**src/hdl/bfsf_pkg.sv**
```systemverilog
// Shared types, constants and command/status structs for the bitmap free-slot finder.
`timescale 1ns / 1ps

package bfsf_pkg;

    localparam int BFSF_WORD_BITS = 32;
    localparam int BFSF_MAX_WORDS = 1024;

    localparam int MAP_W = 16;
    localparam int IDX_W = 15;
    localparam int OP_W  = 3;

    localparam logic [MAP_W-1:0] MAP_BITS_RST = 16'd32768;

    typedef enum logic [OP_W-1:0] {
        OP_READ  = 3'd0,
        OP_WRITE = 3'd1,
        OP_CLEAR = 3'd2,
        OP_SET   = 3'd3,
        OP_FIRST = 3'd4,
        OP_NEXT  = 3'd5
    } t_op;

    typedef enum logic [3:0] {
        S_IDLE,
        S_DIV1,
        S_DIV2,
        S_DECIDE,
        S_RD_ISSUE,
        S_RD_DATA,
        S_FILL,
        S_SCAN,
        S_RESP
    } t_state;

    typedef struct packed {
        logic capture;
        logic fill_start;
        logic fill_run;
        logic scan_start;
        logic scan_run;
        logic rd_issue;
        logic rd_data;
        logic out_load;
    } t_cmd;

    typedef struct packed {
        t_op  op;
        logic oor;
        logic fill_done;
        logic scan_hit;
        logic scan_empty;
    } t_sts;

endpackage

```
**src/hdl/bfsf_ctrl.sv**
```systemverilog
// Operation sequencer: state machine issuing commands to the datapath.
`timescale 1ns / 1ps

module bfsf_ctrl
    import bfsf_pkg::*;
(
    input  logic i_clk,
    input  logic i_rst_n,
    input  logic i_in_valid,
    output logic o_in_stall,
    output logic o_out_valid,
    input  logic i_out_stall,
    input  t_sts i_sts,
    output t_cmd o_cmd
);

    t_state r_state;
    t_state n_state;
    logic   r_out_valid;
    logic   n_out_valid;
    logic   w_out_free;

    assign w_out_free = !r_out_valid || !i_out_stall;

    always_ff @(posedge i_clk) begin
        if (!i_rst_n) begin
            r_state     <= S_IDLE;
            r_out_valid <= 1'b0;
        end else begin
            r_state     <= n_state;
            r_out_valid <= n_out_valid;
        end
    end

    // next state
    always_comb begin
        n_state = r_state;
        unique case (r_state)
            S_IDLE: begin
                if (i_in_valid) begin
                    n_state = S_DIV1;
                end
            end
            S_DIV1:   n_state = S_DIV2;
            S_DIV2:   n_state = S_DECIDE;
            S_DECIDE: begin
                unique case (i_sts.op) inside
                    OP_READ, OP_WRITE: n_state = i_sts.oor ? S_RESP : S_RD_ISSUE;
                    OP_CLEAR, OP_SET:  n_state = S_FILL;
                    OP_FIRST:          n_state = S_SCAN;
                    OP_NEXT:           n_state = i_sts.oor ? S_RESP : S_SCAN;
                    default:           n_state = S_RESP;
                endcase
            end
            S_RD_ISSUE: n_state = S_RD_DATA;
            S_RD_DATA:  n_state = S_RESP;
            S_FILL: begin
                if (i_sts.fill_done) begin
                    n_state = S_RESP;
                end
            end
            S_SCAN: begin
                if (i_sts.scan_hit || i_sts.scan_empty) begin
                    n_state = S_RESP;
                end
            end
            S_RESP: begin
                if (w_out_free) begin
                    n_state = S_IDLE;
                end
            end
            default: n_state = S_IDLE;
        endcase
    end

    // outputs
    always_comb begin
        o_cmd            = '0;
        o_in_stall       = (r_state != S_IDLE);
        o_cmd.capture    = (r_state == S_IDLE) && i_in_valid;
        o_cmd.fill_start = (r_state == S_DECIDE)
                           && ((i_sts.op == OP_CLEAR) || (i_sts.op == OP_SET));
        o_cmd.scan_start = (r_state == S_DECIDE)
                           && ((i_sts.op == OP_FIRST) || ((i_sts.op == OP_NEXT) && !i_sts.oor));
        o_cmd.fill_run   = (r_state == S_FILL);
        o_cmd.scan_run   = (r_state == S_SCAN);
        o_cmd.rd_issue   = (r_state == S_RD_ISSUE);
        o_cmd.rd_data    = (r_state == S_RD_DATA);
        o_cmd.out_load   = (r_state == S_RESP) && w_out_free;
        n_out_valid      = o_cmd.out_load || (r_out_valid && i_out_stall);
    end

    assign o_out_valid = r_out_valid;

`ifndef SYNTHESIS
    a_accept_starts: assert property (@(posedge i_clk) disable iff (!i_rst_n)
        (i_in_valid && !o_in_stall) |=> (r_state == S_DIV1))
        else $error("accepted item did not start the index split");

    a_result_from_resp: assert property (@(posedge i_clk) disable iff (!i_rst_n)
        $rose(r_out_valid) |-> $past(r_state == S_RESP))
        else $error("result presented outside the response state");
`endif

endmodule

```
**config.mk**
```make
export PLATFORM = sky130hd
export DESIGN_NAME = bfsf_ctrl
export DESIGN_NICKNAME = d
export VERILOG_FILES = /design/src/hdl/bfsf_pkg.sv /design/src/hdl/bfsf_ctrl.sv
export SDC_FILE = /design/constraint.sdc
export NUM_CORES = 1
export LEC_CHECK = 0
export ABC_AREA = 1
export BUFFER_PORTS_ARGS = -buffer_cell sky130_fd_sc_hd__buf_2
export CAP_MARGIN = 15
export CORE_AREA = 2 2 39 41
export DETAILED_ROUTE_END_ITERATION = 8
export DIE_AREA = 0 0 41 43
export PLACE_DENSITY = 0.68
export SYNTH_ARGS = -nofsm -noshare
export SYNTH_HDL_FRONTEND = slang
export SYNTH_SLANG_ARGS = --single-unit
```
**constraint.sdc**
```tcl
create_clock -name i_clk -period 1.2 [get_ports i_clk]
set_input_delay 0.12 -clock i_clk [delete_from_list [all_inputs] [get_ports i_clk]]
set_output_delay 0.12 -clock i_clk [all_outputs]
set_load 0.03 [all_outputs]
```
-- Yosys cells after proc, flatten, opt, wreduce, memory -nomap -nowiden
Index checks and enable logic that the tools add are counted.
W data, S select, Z words.
- flip-flop bits (word level): 5
- input bits: 11
- output and inout port bits: 10
- equality and inequality tests: 17
- muxes and demuxes: 8
- reduce and logical (&&, ||, !) cells: 20
- operators by type and width (cell ; number):
    $pmux W4 S9 ; 1
    $mux W4 ; 6
    $eq A4 B3 Y1 const B ; 4
    $pmux W4 S4 ; 1
    $eq A4 B2 Y1 const B ; 2
    $eq A3 B2 Y1 const B ; 2
    $eq A3 B3 Y1 const B ; 2
    $logic_and A1 B1 Y1 ; 6
    $ne A2 B2 Y1 const B ; 3
    $logic_or A1 B1 Y1 ; 5
    $eq A4 B1 Y1 const B ; 1
    $eq A4 B4 Y1 const B ; 1
    $logic_not A4 Y1 ; 1
    $reduce_and A4 Y1 ; 1
    $reduce_bool A4 Y1 ; 1
    $reduce_or A2 Y1 ; 2
    $eq A3 B1 Y1 const B ; 1
    $logic_not A1 Y1 ; 3
    $logic_not A3 Y1 ; 1
    $ne A2 B1 Y1 const B ; 1

-- Depth between registers and ports, before layout
- word-level depth: 4
- mapped depth: 8
- depth with buffers taken out: 8

-- Worst setup path after synthesis
OpenSTA, ideal clock, no wires.
- path kind: flip-flop to output port
- start: register r_state[0]
- end: output port o_cmd[6] in the netlist's numbering
- data arrival time: 1339 ps
- required time: 1080 ps
- path slack: -259 ps
- cell stages (with the launch flop): 5
- path buffers: 0
- cells stage by stage: dfxtp_1 -> nand2_2 -> nor2_2 -> inv_2 -> nor3_1
- RTL lines (what ; line ; RTL):
    start, declared ; bfsf_ctrl.sv:17 ; t_state r_state;
    start signal, assigned ; bfsf_ctrl.sv:30 ; r_state <= n_state;
    end, declared ; bfsf_ctrl.sv:14 ; output t_cmd o_cmd

==> out/results.txt <==
DP HPWL - 810.8 microns
Placed Cells - 105
post-route cell area - 732.0 sq um
global placement routability congestion - 0.7337
WP data arrival - 1.21 ns
worst-margin pin slew - 0.2374 ns
worst-path maximum fanout - 4
fillers - 127
CP startpoint kind - flip-flop
Cell Area, Placed - 529.3 sq um
Via density - 4.791
CTS tree - built
initial drt markers - 9
Wirelength per Cell - 11.25 microns
antenna viol nets, final - 0
VDD IR max - 0.6757 mV
DRC Markers - 0
largest net degree at the start of global routing - 7
number of antenna violations at the first check in global routing - 0
final worst-path cycle share - 110.6%
Congestion Overflow GR - 0
cts bufs inserted - 3
total track usage - 16.95%
RSZ-0062 raised after global routing - true
die area - 1763 sq um
Final setup viols - 7
worst setup path class - flip-flop to output port
run status - finished with violations
site row count - 14
Worst setup EP type - output port
drt total wl - 1294 microns
die height - 43 microns
ANT cells - 0
HP Class - primary input to flip-flop
Max Cap Viol - 0
sequential fraction of the synthesis area - 25.24%
layout cells sized above 1 - 61.62%
syn avg cell area - 5.748 sq um
Post-Syn Area - 396.6 sq um
post-synth cell types - 17
pwr dens - 1612 nW/um^2
Sink Count - 5
minimum clock period - 1.327 ns
Hold WS - 0.1331 ns
H-tree depth - 1
Initial Util - 28.66%
register bit total from synthesis - 5
Leak - 0.0003775 uW
syn_nets - 80
root buffer cell - clkbuf_4
Die Wd - 41 microns
post-route insts no fill - 115
Synth Instances - 69
Worst-path clk slew - 0.05 ns
relative slew slack - 84.14%
Ys Warns - 0
Vias - 551
first-pass GRT wire length - 2049 microns
CTS max path bufs - 2
final worst slack - -0.1270 ns
I/O Buffers - 20
area delta synth->final - 84.54%
vias in the first global route - 528
# IOs - 21
Hold Buf Count CTS - 0
Slew Viols, Final - 0
Req. time, crit path - 1.08 ns
nets@finish - 111
Final Hold Viols - 0
Place WS - 0.008331 ns
Overall Power - 1180 uW
failing checks - negative setup slack
f_max - 0.7536 GHz
clock insertion delay at the later pin of the skew report - 0.26 ns
clk_skew - 0.0006189 ns
first-pass iteration count of the detailed router - 6
total core area - 1384 sq um
==> report_power, final <==
| part | switching, uW | internal, uW | leakage (uW) |
|---|---|---|---|
| sequential | 55.4 | 214 | 0.0000433 |
| combinational | 391 | 302 | 0.000319 |
| clock | 91.6 | 127 | 0.0000150 |
==> area by class of cell <==
| cell class | instances | area, sq um | area share [%] |
|---|---|---|---|
| multi-input combinational | 51 | 327.8 | 44.79 |
| inverter | 13 | 53.80 | 7.350 |
| timing repair buffer | 26 | 191.4 | 26.15 |
| clock buffer | 4 | 26.28 | 3.590 |
| sequential | 5 | 112.6 | 15.38 |
| tap | 16 | 20.02 | 2.735 |
==> repair_timing <==
action                                  4_1_cts  5_1_grt
gates resized for setup                      27       22
endpoints found under the setup margin        8       10
pin swaps                                     3        6
buffers inserted                              4        2
==> Yosys cell counts (all sizes together) <==
cell | instances | area [sq um]
o21bai | 1 | 7.510
a21oi | 6 | 33.78
nor2 | 13 | 56.31
dfxtp | 5 | 100.1
nand2 | 19 | 81.32
o21ai | 4 | 20.01
inv | 13 | 48.79
nand3 | 4 | 25.02
nor3 | 2 | 10.01
nand3b | 1 | 7.510
nand4 | 1 | 6.260
==> state kept, by name, indices dropped and copies added (netlist names) <==
register	count
r_state	4
o_out_valid	1
==> critical path, stage by stage, from the launching register on <==
cell,delay (ns)
dfxtp_4,0.37
nand2_2,0.09
nor2_4,0.13
inv_2,0.06
nor3_4,0.13
buf_6,0.15
==> worst paths after layout <==
check                    from           to  slack, ns  cells after the start
setup reg to reg   r_state[1]   r_state[0]      -0.01                      8
setup / recovery   r_state[1]     o_cmd[6]      -0.13                      5
hold / removal    i_out_stall  o_out_valid       0.13                      3
hold reg to reg   o_out_valid  o_out_valid       0.49                      2
==> metrics by stage <==
| stage | TNS [ns] | util (%) |
|---|---|---|
| after floorplan | -0.2873 | - |
| after global placement | 0 | 38.25 |
| after detailed placement | 0 | 38.25 |
| after CTS | -0.4116 | 46.56 |
| after global routing | -0.9602 | 52.89 |
| final | -0.5418 | 52.89 |
==> layer usage <==
| metal | part of all wire [%] | up-vias | global-route usage, % |
|---|---|---|---|
| met1 | 40 | 253 | 19.23 |
| li1 | - | 278 | - |
| met3 | 3.6 | 6 | 2.618 |
| met5 | 0 | - | 0 |
| met2 | 53 | 14 | 26.88 |
| met4 | 3.2 | 0 | 12.00 |
==> logic make-up (layout without fill, tap and decap cells) <==
| kind of cell | count (synthesis) | after routing | synth area share, % |
|---|---|---|---|
| DFF | 5 | 5 | 25.24 |
| AOI/OAI and AO/OA | 11 | 11 | 15.46 |
| and+or+nand+nor | 40 | 40 | 47.00 |
| buffers and inverters | 13 | 43 | 12.30 |
==> cells in the final DEF, fill, tap and decap left out, drive strengths merged <==
| cell | n |
|---|---|
| a21oi | 6 |
| buf | 26 |
| clkbuf | 4 |
| dfxtp | 5 |
| inv | 13 |
| nand2 | 19 |
| nand3 | 4 |
| nand3b | 1 |
| nand4 | 1 |
| nor2 | 13 |
| nor3 | 2 |
| o21ai | 4 |
| o21bai | 1 |
Note: power is estimated with default switching activity, not from simulation.
